===== src/rtl/bfa_pkg.sv =====
// Shared types and constants for the bump frame allocator.
// No dependencies.
`default_nettype none

package bfa_pkg;

  localparam int unsigned AddrW    = 48;
  localparam int unsigned ModeW    = 2;
  localparam int unsigned StatusW  = 2;
  localparam int unsigned CfgIdxW  = 4;

  typedef enum logic [ModeW-1:0] {
    MODE_ALLOC   = 2'd0,
    MODE_ADD     = 2'd1,
    MODE_RESTART = 2'd2
  } mode_e;

  typedef enum logic [StatusW-1:0] {
    ST_OK   = 2'd0,
    ST_OOM  = 2'd1,
    ST_FULL = 2'd2
  } status_e;

  localparam logic [CfgIdxW-1:0] CFG_MEM_START = 4'd0;
  localparam logic [CfgIdxW-1:0] CFG_MEM_END   = 4'd1;

  // controller -> datapath
  typedef struct packed {
    logic    load_in;
    logic    init_walk;
    logic    walk_step;
    logic    commit_alloc;
    logic    restart;
    logic    mod_start;
    logic    add_write;
    logic    res_load;
    logic    res_frame_sel;
    status_e res_status;
  } bfa_cmd_t;

  // datapath -> controller
  typedef struct packed {
    logic [ModeW-1:0] mode;
    logic             oom;
    logic             table_full;
    logic             count_zero;
    logic             walk_last;
    logic             mod_done;
    logic             out_free;
  } bfa_stat_t;

endpackage

`default_nettype wire


===== src/rtl/bfa_intf.sv =====
// Handshake channel interfaces: item input, result output, config write.
// Depends on bfa_pkg.
`default_nettype none

interface bfa_in_if
  import bfa_pkg::*;
();
  logic                     valid;
  logic                     ready;
  logic [ModeW-1:0]         mode;
  logic [AddrW-1:0]         region_first;
  logic [AddrW-1:0]         region_last;

  modport source (output valid, mode, region_first, region_last, input ready);
  modport sink   (input valid, mode, region_first, region_last, output ready);
endinterface

interface bfa_out_if
  import bfa_pkg::*;
();
  logic                     valid;
  logic                     ready;
  logic [AddrW-1:0]         frame_address;
  logic [StatusW-1:0]       status;

  modport source (output valid, frame_address, status, input ready);
  modport sink   (input valid, frame_address, status, output ready);
endinterface

interface bfa_cfg_if
  import bfa_pkg::*;
();
  logic                     valid;
  logic                     ready;
  logic [CfgIdxW-1:0]       index;
  logic [AddrW-1:0]         data;

  modport source (output valid, index, data, input ready);
  modport sink   (input valid, index, data, output ready);
endinterface

`default_nettype wire


===== src/rtl/bfa_rem.sv =====
// Remainder of a 48-bit address by the constant frame size, pipelined:
// nibble fold against 16^k residues, then two compare-subtract stages.
// Depends on bfa_pkg.
`default_nettype none

module bfa_rem
  import bfa_pkg::*;
#(
  parameter int unsigned FRAME_BYTES = 4096
) (
  input  wire logic             clk_i,
  input  wire logic             rst_ni,
  input  wire logic             start_i,
  input  wire logic [AddrW-1:0] dividend_i,
  output logic                  done_o,
  output logic [$clog2(FRAME_BYTES):0] rem_o
);

  localparam int unsigned RemW  = $clog2(FRAME_BYTES) + 1;
  localparam int unsigned NibN  = AddrW / 4;
  localparam int unsigned FoldW = RemW + 8;
  localparam logic [FoldW-1:0] Div = FoldW'(FRAME_BYTES);

  // residue of 16^k for each nibble position
  function automatic logic [NibN*RemW-1:0] nib_residues();
    logic [NibN*RemW-1:0] res;
    logic [63:0]          r;
    res = '0;
    r   = 64'd1 % 64'(FRAME_BYTES);
    for (int k = 0; k < int'(NibN); k++) begin
      res[k*RemW +: RemW] = RemW'(r);
      r = (r << 4) % 64'(FRAME_BYTES);
    end
    return res;
  endfunction

  localparam logic [NibN*RemW-1:0] NibRes = nib_residues();

  logic [FoldW-1:0] sum_q, sum_d;
  logic [FoldW-1:0] mid_q, mid_d;
  logic [FoldW-1:0] low_red;
  logic [RemW-1:0]  rem_q, rem_d;
  logic             v1_q, v2_q, done_q;

  // folded sum stays below 256 frames, so eight subtract steps finish it
  always_comb begin
    sum_d = '0;
    for (int k = 0; k < int'(NibN); k++) begin
      sum_d = sum_d + FoldW'(dividend_i[4*k +: 4]) * FoldW'(NibRes[k*RemW +: RemW]);
    end
  end

  always_comb begin
    mid_d = sum_q;
    for (int j = 7; j >= 4; j--) begin
      if (mid_d >= (Div << j)) begin
        mid_d = mid_d - (Div << j);
      end
    end
    low_red = mid_q;
    for (int j = 3; j >= 0; j--) begin
      if (low_red >= (Div << j)) begin
        low_red = low_red - (Div << j);
      end
    end
    rem_d = low_red[RemW-1:0];
  end

  always_ff @(posedge clk_i or negedge rst_ni) begin
    if (!rst_ni) begin
      v1_q   <= 1'b0;
      v2_q   <= 1'b0;
      done_q <= 1'b0;
    end else begin
      v1_q   <= start_i;
      v2_q   <= v1_q;
      done_q <= v2_q;
    end
  end

  always_ff @(posedge clk_i) begin
    if (start_i) begin
      sum_q <= sum_d;
    end
    if (v1_q) begin
      mid_q <= mid_d;
    end
    if (v2_q) begin
      rem_q <= rem_d;
    end
  end

  assign done_o = done_q;
  assign rem_o  = rem_q;

endmodule

`default_nettype wire


===== src/rtl/bfa_dp.sv =====
// Datapath: config registers, frame pointer, reserved region table, walk
// compare, result register. Depends on bfa_pkg and bfa_rem.
`default_nettype none

module bfa_dp
  import bfa_pkg::*;
#(
  parameter int unsigned MAX_REGIONS = 16,
  parameter int unsigned FRAME_BYTES = 4096
) (
  input  wire logic               clk_i,
  input  wire logic               rst_ni,
  input  wire bfa_cmd_t           cmd_i,
  output bfa_stat_t               stat_o,
  input  wire logic [ModeW-1:0]   in_mode_i,
  input  wire logic [AddrW-1:0]   in_first_i,
  input  wire logic [AddrW-1:0]   in_last_i,
  input  wire logic               cfg_valid_i,
  input  wire logic [CfgIdxW-1:0] cfg_index_i,
  input  wire logic [AddrW-1:0]   cfg_data_i,
  output logic                    cfg_ready_o,
  output logic                    out_valid_o,
  input  wire logic               out_ready_i,
  output logic [AddrW-1:0]        out_frame_o,
  output logic [StatusW-1:0]      out_status_o
);

  localparam int unsigned CntW = $clog2(MAX_REGIONS + 1);
  localparam int unsigned IdxW = (MAX_REGIONS > 1) ? $clog2(MAX_REGIONS) : 1;
  localparam int unsigned PtrW = AddrW + 1;
  localparam int unsigned RemW = $clog2(FRAME_BYTES) + 1;
  localparam logic [PtrW-1:0] Frame = PtrW'(FRAME_BYTES);

  logic [AddrW-1:0]   mem_start_q, mem_end_q;
  logic [AddrW-1:0]   next_frame_q;
  logic [CntW-1:0]    count_q;
  logic [CntW-1:0]    walk_idx_q;
  logic [PtrW-1:0]    p_q;
  logic [AddrW-1:0]   alloc_frame_q;
  logic [ModeW-1:0]   mode_q;
  logic [AddrW-1:0]   first_q, last_q;
  logic               out_valid_q;
  logic [AddrW-1:0]   out_frame_q;
  logic [StatusW-1:0] out_status_q;

  logic [AddrW-1:0]   rs_mem [MAX_REGIONS];
  logic [AddrW-1:0]   re_mem [MAX_REGIONS];
  logic [PtrW-1:0]    sk_mem [MAX_REGIONS];
  logic [AddrW-1:0]   rs_rd_q, re_rd_q;
  logic [PtrW-1:0]    sk_rd_q;

  logic               mod_done;
  logic [RemW-1:0]    mod_rem;
  logic [PtrW-1:0]    skip_new;
  logic [PtrW-1:0]    q_ptr, s_ext, e_ext, p_adv;
  logic               overlap;
  logic               walk_last;
  logic               rd_en;
  logic [IdxW-1:0]    rd_addr;
  logic [CntW-1:0]    walk_nxt;

  bfa_rem #(
    .FRAME_BYTES (FRAME_BYTES)
  ) u_rem (
    .clk_i      (clk_i),
    .rst_ni     (rst_ni),
    .start_i    (cmd_i.mod_start),
    .dividend_i (last_q),
    .done_o     (mod_done),
    .rem_o      (mod_rem)
  );

  assign skip_new  = PtrW'(last_q) - PtrW'(mod_rem) + Frame;
  assign q_ptr     = p_q + Frame;
  assign s_ext     = PtrW'(rs_rd_q);
  assign e_ext     = PtrW'(re_rd_q);
  assign overlap   = (p_q >= s_ext && p_q <= e_ext) ||
                     (q_ptr > s_ext && q_ptr <= e_ext) ||
                     (p_q <= s_ext && q_ptr >= e_ext);
  assign walk_last = (walk_idx_q == count_q - 1'b1);
  assign walk_nxt  = walk_idx_q + 1'b1;
  assign p_adv     = p_q + Frame;

  always_comb begin
    rd_en   = 1'b0;
    rd_addr = '0;
    if (cmd_i.init_walk) begin
      rd_en = 1'b1;
    end else if (cmd_i.walk_step && !walk_last) begin
      rd_en   = 1'b1;
      rd_addr = walk_nxt[IdxW-1:0];
    end
  end

  // region table
  always_ff @(posedge clk_i) begin
    if (cmd_i.add_write) begin
      rs_mem[count_q[IdxW-1:0]] <= first_q;
      re_mem[count_q[IdxW-1:0]] <= last_q;
      sk_mem[count_q[IdxW-1:0]] <= skip_new;
    end
    if (rd_en) begin
      rs_rd_q <= rs_mem[rd_addr];
      re_rd_q <= re_mem[rd_addr];
      sk_rd_q <= sk_mem[rd_addr];
    end
  end

  always_ff @(posedge clk_i or negedge rst_ni) begin
    if (!rst_ni) begin
      mem_start_q  <= '0;
      mem_end_q    <= '0;
      next_frame_q <= '0;
      count_q      <= '0;
      out_valid_q  <= 1'b0;
    end else begin
      if (cfg_valid_i) begin
        if (cfg_index_i == CFG_MEM_START) begin
          mem_start_q <= cfg_data_i;
        end else if (cfg_index_i == CFG_MEM_END) begin
          mem_end_q <= cfg_data_i;
        end
      end
      if (cmd_i.restart) begin
        next_frame_q <= mem_start_q;
        count_q      <= '0;
      end else if (cmd_i.add_write) begin
        count_q <= count_q + 1'b1;
      end else if (cmd_i.commit_alloc) begin
        next_frame_q <= p_adv[AddrW-1:0];
      end
      if (cmd_i.res_load) begin
        out_valid_q <= 1'b1;
      end else if (out_ready_i) begin
        out_valid_q <= 1'b0;
      end
    end
  end

  always_ff @(posedge clk_i) begin
    if (cmd_i.load_in) begin
      mode_q  <= in_mode_i;
      first_q <= in_first_i;
      last_q  <= in_last_i;
    end
    if (cmd_i.init_walk) begin
      p_q        <= PtrW'(next_frame_q);
      walk_idx_q <= '0;
    end else if (cmd_i.walk_step) begin
      if (overlap) begin
        p_q <= sk_rd_q;
      end
      walk_idx_q <= walk_nxt;
    end
    if (cmd_i.commit_alloc) begin
      alloc_frame_q <= p_q[AddrW-1:0];
    end
    if (cmd_i.res_load) begin
      out_frame_q  <= cmd_i.res_frame_sel ? alloc_frame_q : '0;
      out_status_q <= cmd_i.res_status;
    end
  end

  always_comb begin
    stat_o.mode       = mode_q;
    stat_o.oom        = (PtrW'(next_frame_q) + Frame) >= PtrW'(mem_end_q);
    stat_o.table_full = (count_q >= CntW'(MAX_REGIONS));
    stat_o.count_zero = (count_q == '0);
    stat_o.walk_last  = walk_last;
    stat_o.mod_done   = mod_done;
    stat_o.out_free   = !out_valid_q || out_ready_i;
  end

  assign cfg_ready_o  = 1'b1;
  assign out_valid_o  = out_valid_q;
  assign out_frame_o  = out_frame_q;
  assign out_status_o = out_status_q;

  a_count_bound: assert property (@(posedge clk_i) disable iff (!rst_ni)
    count_q <= CntW'(MAX_REGIONS))
    else $error("region count above table depth");

  a_walk_in_table: assert property (@(posedge clk_i) disable iff (!rst_ni)
    cmd_i.walk_step |-> (walk_idx_q < count_q))
    else $error("walk index past filled entries");

  a_rem_range: assert property (@(posedge clk_i) disable iff (!rst_ni)
    mod_done |-> (mod_rem < RemW'(FRAME_BYTES)))
    else $error("remainder not below frame size");

endmodule

`default_nettype wire


===== src/rtl/bfa_ctrl.sv =====
// Controller state machine: sequences allocate, add and restart items and
// issues datapath commands. Depends on bfa_pkg.
`default_nettype none

module bfa_ctrl
  import bfa_pkg::*;
(
  input  wire logic      clk_i,
  input  wire logic      rst_ni,
  input  wire logic      in_valid_i,
  output logic           in_ready_o,
  input  wire bfa_stat_t stat_i,
  output bfa_cmd_t       cmd_o
);

  localparam logic [2:0] S_IDLE = 3'd0;
  localparam logic [2:0] S_DEC  = 3'd1;
  localparam logic [2:0] S_WALK = 3'd2;
  localparam logic [2:0] S_AFIN = 3'd3;
  localparam logic [2:0] S_MODW = 3'd4;
  localparam logic [2:0] S_DONE = 3'd5;

  logic [2:0] state_q, state_d;
  status_e    res_status_q, res_status_d;
  logic       res_sel_q, res_sel_d;

  always_comb begin
    state_d       = state_q;
    res_status_d  = res_status_q;
    res_sel_d     = res_sel_q;
    cmd_o         = '0;
    cmd_o.res_status    = res_status_q;
    cmd_o.res_frame_sel = res_sel_q;
    in_ready_o    = 1'b0;
    unique case (state_q)
      S_IDLE: begin
        in_ready_o = 1'b1;
        if (in_valid_i) begin
          cmd_o.load_in = 1'b1;
          state_d       = S_DEC;
        end
      end
      S_DEC: begin
        res_status_d = ST_OK;
        res_sel_d    = 1'b0;
        state_d      = S_DONE;
        unique case (stat_i.mode)
          MODE_ALLOC: begin
            if (stat_i.oom) begin
              res_status_d = ST_OOM;
            end else begin
              cmd_o.init_walk = 1'b1;
              state_d = stat_i.count_zero ? S_AFIN : S_WALK;
            end
          end
          MODE_ADD: begin
            if (stat_i.table_full) begin
              res_status_d = ST_FULL;
            end else begin
              cmd_o.mod_start = 1'b1;
              state_d         = S_MODW;
            end
          end
          MODE_RESTART: begin
            cmd_o.restart = 1'b1;
          end
          default: begin
          end
        endcase
      end
      S_WALK: begin
        cmd_o.walk_step = 1'b1;
        if (stat_i.walk_last) begin
          state_d = S_AFIN;
        end
      end
      S_AFIN: begin
        cmd_o.commit_alloc = 1'b1;
        res_status_d       = ST_OK;
        res_sel_d          = 1'b1;
        state_d            = S_DONE;
      end
      S_MODW: begin
        if (stat_i.mod_done) begin
          cmd_o.add_write = 1'b1;
          state_d         = S_DONE;
        end
      end
      S_DONE: begin
        if (stat_i.out_free) begin
          cmd_o.res_load = 1'b1;
          state_d        = S_IDLE;
        end
      end
      default: begin
        state_d = S_IDLE;
      end
    endcase
  end

  always_ff @(posedge clk_i or negedge rst_ni) begin
    if (!rst_ni) begin
      state_q      <= S_IDLE;
      res_status_q <= ST_OK;
      res_sel_q    <= 1'b0;
    end else begin
      state_q      <= state_d;
      res_status_q <= res_status_d;
      res_sel_q    <= res_sel_d;
    end
  end

  a_walk_nonempty: assert property (@(posedge clk_i) disable iff (!rst_ni)
    (state_q == S_WALK) |-> !stat_i.count_zero)
    else $error("walking an empty region table");

  a_load_free: assert property (@(posedge clk_i) disable iff (!rst_ni)
    cmd_o.res_load |-> stat_i.out_free)
    else $error("result loaded over a pending beat");

  a_add_done: assert property (@(posedge clk_i) disable iff (!rst_ni)
    (state_q == S_MODW && stat_i.mod_done) |=> (state_q == S_DONE))
    else $error("add item did not finish after remainder");

endmodule

`default_nettype wire


===== src/rtl/bump_frame_allocator_core.sv =====
// Bump frame allocator top level. Allocate: decode, walk of the N filled reserved
// regions (one region per cycle), commit, then the result beat.
// Add: decode, wait on the pipelined remainder unit, table write, then the result beat.
// Restart, unused mode, out of memory and table full: decode, then the result. One item at a
// time; the next input beat is taken once the result is in the output register.
// Async active-low reset clears pointer, region count, config registers and control.
`default_nettype none

module bump_frame_allocator_core
  import bfa_pkg::*;
#(
  parameter int unsigned MAX_REGIONS = 16,
  parameter int unsigned FRAME_BYTES = 4096
) (
  input  wire logic  clk_i,
  input  wire logic  rst_ni,
  bfa_in_if.sink     in_ch,
  bfa_out_if.source  out_ch,
  bfa_cfg_if.sink    cfg_ch
);

  bfa_cmd_t  cmd;
  bfa_stat_t stat;

  bfa_ctrl u_ctrl (
    .clk_i      (clk_i),
    .rst_ni     (rst_ni),
    .in_valid_i (in_ch.valid),
    .in_ready_o (in_ch.ready),
    .stat_i     (stat),
    .cmd_o      (cmd)
  );

  bfa_dp #(
    .MAX_REGIONS (MAX_REGIONS),
    .FRAME_BYTES (FRAME_BYTES)
  ) u_dp (
    .clk_i        (clk_i),
    .rst_ni       (rst_ni),
    .cmd_i        (cmd),
    .stat_o       (stat),
    .in_mode_i    (in_ch.mode),
    .in_first_i   (in_ch.region_first),
    .in_last_i    (in_ch.region_last),
    .cfg_valid_i  (cfg_ch.valid),
    .cfg_index_i  (cfg_ch.index),
    .cfg_data_i   (cfg_ch.data),
    .cfg_ready_o  (cfg_ch.ready),
    .out_valid_o  (out_ch.valid),
    .out_ready_i  (out_ch.ready),
    .out_frame_o  (out_ch.frame_address),
    .out_status_o (out_ch.status)
  );

endmodule

`default_nettype wire


===== src/flat_wrapper.sv =====
// flat-port wrapper written by rule: the top's interface ports become plain ports
module bump_frame_allocator_core_flat import bfa_pkg::*;
#(
  parameter int unsigned MAX_REGIONS = 16,
  parameter int unsigned FRAME_BYTES = 4096
)
  (clk_i, rst_ni, in_ch_valid, in_ch_mode, in_ch_region_first, in_ch_region_last, in_ch_ready, out_ch_valid, out_ch_frame_address, out_ch_status, out_ch_ready, cfg_ch_valid, cfg_ch_index, cfg_ch_data, cfg_ch_ready);
  bfa_in_if in_ch_i ();
  bfa_out_if out_ch_i ();
  bfa_cfg_if cfg_ch_i ();
  input  wire logic clk_i;
  input  wire logic rst_ni;
  input wire logic [$bits(in_ch_i.valid)-1:0] in_ch_valid;
  input wire logic [$bits(in_ch_i.mode)-1:0] in_ch_mode;
  input wire logic [$bits(in_ch_i.region_first)-1:0] in_ch_region_first;
  input wire logic [$bits(in_ch_i.region_last)-1:0] in_ch_region_last;
  output wire logic [$bits(in_ch_i.ready)-1:0] in_ch_ready;
  output wire logic [$bits(out_ch_i.valid)-1:0] out_ch_valid;
  output wire logic [$bits(out_ch_i.frame_address)-1:0] out_ch_frame_address;
  output wire logic [$bits(out_ch_i.status)-1:0] out_ch_status;
  input wire logic [$bits(out_ch_i.ready)-1:0] out_ch_ready;
  input wire logic [$bits(cfg_ch_i.valid)-1:0] cfg_ch_valid;
  input wire logic [$bits(cfg_ch_i.index)-1:0] cfg_ch_index;
  input wire logic [$bits(cfg_ch_i.data)-1:0] cfg_ch_data;
  output wire logic [$bits(cfg_ch_i.ready)-1:0] cfg_ch_ready;
  assign in_ch_i.valid = in_ch_valid;
  assign in_ch_i.mode = in_ch_mode;
  assign in_ch_i.region_first = in_ch_region_first;
  assign in_ch_i.region_last = in_ch_region_last;
  assign in_ch_ready = in_ch_i.ready;
  assign out_ch_valid = out_ch_i.valid;
  assign out_ch_frame_address = out_ch_i.frame_address;
  assign out_ch_status = out_ch_i.status;
  assign out_ch_i.ready = out_ch_ready;
  assign cfg_ch_i.valid = cfg_ch_valid;
  assign cfg_ch_i.index = cfg_ch_index;
  assign cfg_ch_i.data = cfg_ch_data;
  assign cfg_ch_ready = cfg_ch_i.ready;
  bump_frame_allocator_core #(.MAX_REGIONS(MAX_REGIONS), .FRAME_BYTES(FRAME_BYTES)) u_core (.clk_i(clk_i), .rst_ni(rst_ni), .in_ch(in_ch_i), .out_ch(out_ch_i), .cfg_ch(cfg_ch_i));
endmodule

===== config.mk =====
export PLATFORM = sky130hd
export DESIGN_NAME = bump_frame_allocator_core_flat
export DESIGN_NICKNAME = d
export VERILOG_FILES = /design/src/rtl/bfa_pkg.sv /design/src/rtl/bfa_intf.sv /design/src/rtl/bfa_rem.sv /design/src/rtl/bfa_dp.sv /design/src/rtl/bfa_ctrl.sv /design/src/rtl/bump_frame_allocator_core.sv /design/src/flat_wrapper.sv
export SDC_FILE = /design/constraint.sdc
export NUM_CORES = 2
export LEC_CHECK = 0
export BUFFER_PORTS_ARGS = -buffer_cell sky130_fd_sc_hd__buf_4
export CAP_MARGIN = 10
export CORE_ASPECT_RATIO = 0.5
export CORE_MARGIN = 8
export CORE_UTILIZATION = 40
export CTS_CLUSTER_SIZE = 28
export DETAILED_ROUTE_END_ITERATION = 10
export PLACE_DENSITY = 0.63
export SYNTH_ARGS = -nofsm -noshare
export SYNTH_HDL_FRONTEND = slang
export SYNTH_SLANG_ARGS = --single-unit

===== constraint.sdc =====
create_clock -name clk_i -period 18.27 [get_ports clk_i]
set_input_delay 3.654 -clock clk_i [delete_from_list [all_inputs] [get_ports clk_i]]
set_output_delay 3.654 -clock clk_i [all_outputs]
set_load 0.02 [all_outputs]

==> results.toml <==
[outcome]
status = "finished, final reports clean"

[sta]
fmax_ghz = 0.150
hold_viol = 0
rsz0062_at_grt = "false"
slew_headroom = 0.157
report.final.slew_viol_count = 0
period_needed_ps = 6650
finalSetupTns_ps = 0
fin_crit_sh = 0.364
skew_ps = 75.0
setup_violations = 0
tightest_slew_ps = 1260

[detailed_routing]
wl_per_cell_um = 26.4
drtIter0Drc = 8869
detail-route-antenna-nets = 0
drcViolationCount = 0
routed_wl_mm = 341
vias_per_cell = 5.73
drt_pass1_iterations = 6
vias = 73900

[logic_synthesis]
synth-warning-count = 0
ys_async_sr_fraction = 0.0546
syn_nets = 8991
synth_flop_cell = "edfxtp_1"
synth_area_um2 = 121000
ys_top_cells_by_area = "edfxtp_1 (68%), a211oi_1 (4.6%), nand2_1 (4.2%), and2_1 (3.3%), dfrtp_1 (3.3%)"
synth_top_area_frac = 0.682
synthDistinctLibCells = 85
synth_seq_cells = 2910
ys_seq_area_frac = 0.716
synth-edff-count = 2745
synth_largest_area_cell = "edfxtp_1"
syn-instance-count = 8552
synth.avg_cell_area_um2 = 14.1

[floorplan]
ios = 208
initial_core_util = 0.403
die_h_um = 405
chipWidth_um = 793
die-area_um2 = 321000
rows = 142
core_area_um2 = 300000

[grt]
grt-ovfl-total = 0
grt_max_degree = 221
track_usage = 0.204
grt_pass1_vias = 68600
grt_pass1_wl_mm = 486
antenna_found_initial = 36

[cts]
clock_sinks = 2910
cts_resized = 0
path_clk_slew_ps = 70
cts_made_buffers = 278
cts_setup_buffers = 0
cts_hold_buf = 0
tritoncts = "yes"
cts_buffer_depth = 4
root_buffer = "clkbuf_16"
clock_latency_ps = 860
htree_levels = 5

[critical_path]
startpoint_type = "flop"
crit_fanout = 46
critPathArrivalTime_ps = 7070
end_kind = "flop"
setup.worst_path.class = "reg2reg"
worstPathRequired_ps = 18680

[finish]
final_common_cell = "edfxtp_1"
fin_nets = 9083
multiInputGateArea_um2 = 31400
seq_area_um2 = 86500
syn2layout_area_growth_pct = 12.0
fin_util = 0.451
layout_common_cells = "edfxtp_1 (2745), nand2_1 (1348), a211oi_1 (748), and2_1 (635), a21oi_1 (392)"
drive_gt1_frac = 0.104
fillerInstances = 26200

[placement]
port_buffers = 206
dp_hpwl_mm = 195
gp_congestion = 0.900

[min_path]
holdCritPathClass = "reg2reg"

[flow_run]
max-cap-violations = 0

[power_and_ir_drop]
power.leakage_nw = 45.3
vdd.ir_drop.worst_mv = 0.0766
p_per_area_nw_per_um2 = 96.6
==> critical path: stages (launching register included) <==
cell	delay (ps)
dfrtp_1	470
nand3_2	160
nor2_1	200
nand3_1	150
nor2_1	270
nand3_1	290
nor3_1	580
and3_1	340
nand3_1	110
xnor2_1	150
ha_1	300
nand3_1	100
nor2_1	60
a221oi_1	240
o21ai_0	150
a41oi_2	190
o21ai_2	110
a211oi_4	300
nand2_2	120
nand2_4	390
buf_4	640
buf_4	830
==> logic make-up after synthesis <==
kind of cell,synth area share
flops,0.716
xor+xnor,0.00935
fa+ha+maj,0.0295
simple gates,0.0903
other cells,0.0000310
compound gates,0.115
buf+inv,0.0259
mux,0.0142
==> per-layer routing <==
layer  vias up  track usage  wire [µm]
li1      32800            -          -
met4         8       0.0580      10100
met3       542       0.0317      28500
met1     37500        0.301     150000
met2      3025        0.313     152000
met5         -            0         48
==> worst paths after layout <==
check	from	endpoint	slack, ps	cells after the start
max in group asynchronous	rst_ni	u_core.u_dp.mem_end_q[21]$_DFFE_PN0P_	13520	3
worst max register to register	u_core.u_dp.next_frame_q[14]$_DFFE_PN0P_	u_core.u_dp.rs_rd_q[15]$_DFFE_PP_	11620	21
min in group asynchronous	rst_ni	u_core.u_dp.mem_start_q[46]$_DFFE_PN0P_	2760	1
worst min register to register	u_core.u_dp.u_rem.mid_q[4]$_DFFE_PP_	u_core.u_dp.u_rem.rem_o[4]$_DFFE_PP_	410	0
worst min-delay path	u_core.u_dp.u_rem.mid_q[4]$_DFFE_PP_	u_core.u_dp.u_rem.rem_o[4]$_DFFE_PP_	410	0
worst max-delay path	u_core.u_dp.next_frame_q[14]$_DFFE_PN0P_	u_core.u_dp.rs_rd_q[15]$_DFFE_PP_	11620	21
==> state kept, by name, summed over array words and instances, names as in the netlist, 48 cells and up <==
register	flops
u_core.u_dp.re_mem	768
u_core.u_dp.mem_start_q	48
u_core.u_dp.alloc_frame_q	48
u_core.u_dp.re_rd_q	48
u_core.u_dp.mem_end_q	48
u_core.u_dp.rs_mem	768
u_core.u_dp.p_q	49
u_core.u_dp.last_q	48
u_core.u_dp.sk_mem	784
u_core.u_dp.next_frame_q	48
u_core.u_dp.rs_rd_q	48
u_core.u_dp.first_q	48
u_core.u_dp.sk_rd_q	49
u_core.u_dp.out_frame_o	48
==> synth_stat cells (57+ instances only) <==
| cell type | instances |
|---|---|
| and2_1 | 644 |
| inv_1 | 222 |
| a21oi_1 | 392 |
| a211oi_1 | 748 |
| edfxtp_1 | 2745 |
| xnor2_1 | 85 |
| ha_1 | 283 |
| nand3_1 | 60 |
| mux2_2 | 123 |
| a31oi_1 | 299 |
| buf_2 | 171 |
| clkbuf_1 | 336 |
| o21ai_0 | 62 |
| a311oi_1 | 291 |
| nor2_1 | 96 |
| a21o_1 | 57 |
| dfrtp_1 | 159 |
| nand2_1 | 1350 |
==> cell type report <==
cell class	instances	share of cell area
multi-input combinational	4879	0.232
timing repair buffer	352	0.0210
clock inverter	140	0.00925
tap	4032	0.0373
sequential	2910	0.639
inverter	223	0.00620
clock buffer	343	0.0548
antenna	14	0.000259
==> metrics by stage <==
step	instances	instance area (µm²)	power, mW	hold slack [ps]	setup slack (ps)
after global routing	12900	135000	13.4	421	11180
after CTS	12900	135000	13.2	413	11660
after detailed placement	12400	127000	7.56	405	11710
after floorplan	8552	121000	7.48	400	6380
final	12900	135000	13.1	415	11620
after global placement	12400	127000	7.56	401	11730
==> power by group <==
group / switching, mW / internal (mW) / leakage (nW) / total, mW
Sequential: 0.0327 / 7.24 / 26.7 / 7.27
Clock: 2.48 / 3.19 / 4.25 / 5.66
Combinational: 0.0669 / 0.0767 / 14.4 / 0.144
Total: 2.57 / 10.5 / 45.3 / 13.1
Power figures use the tool's default switching activity.
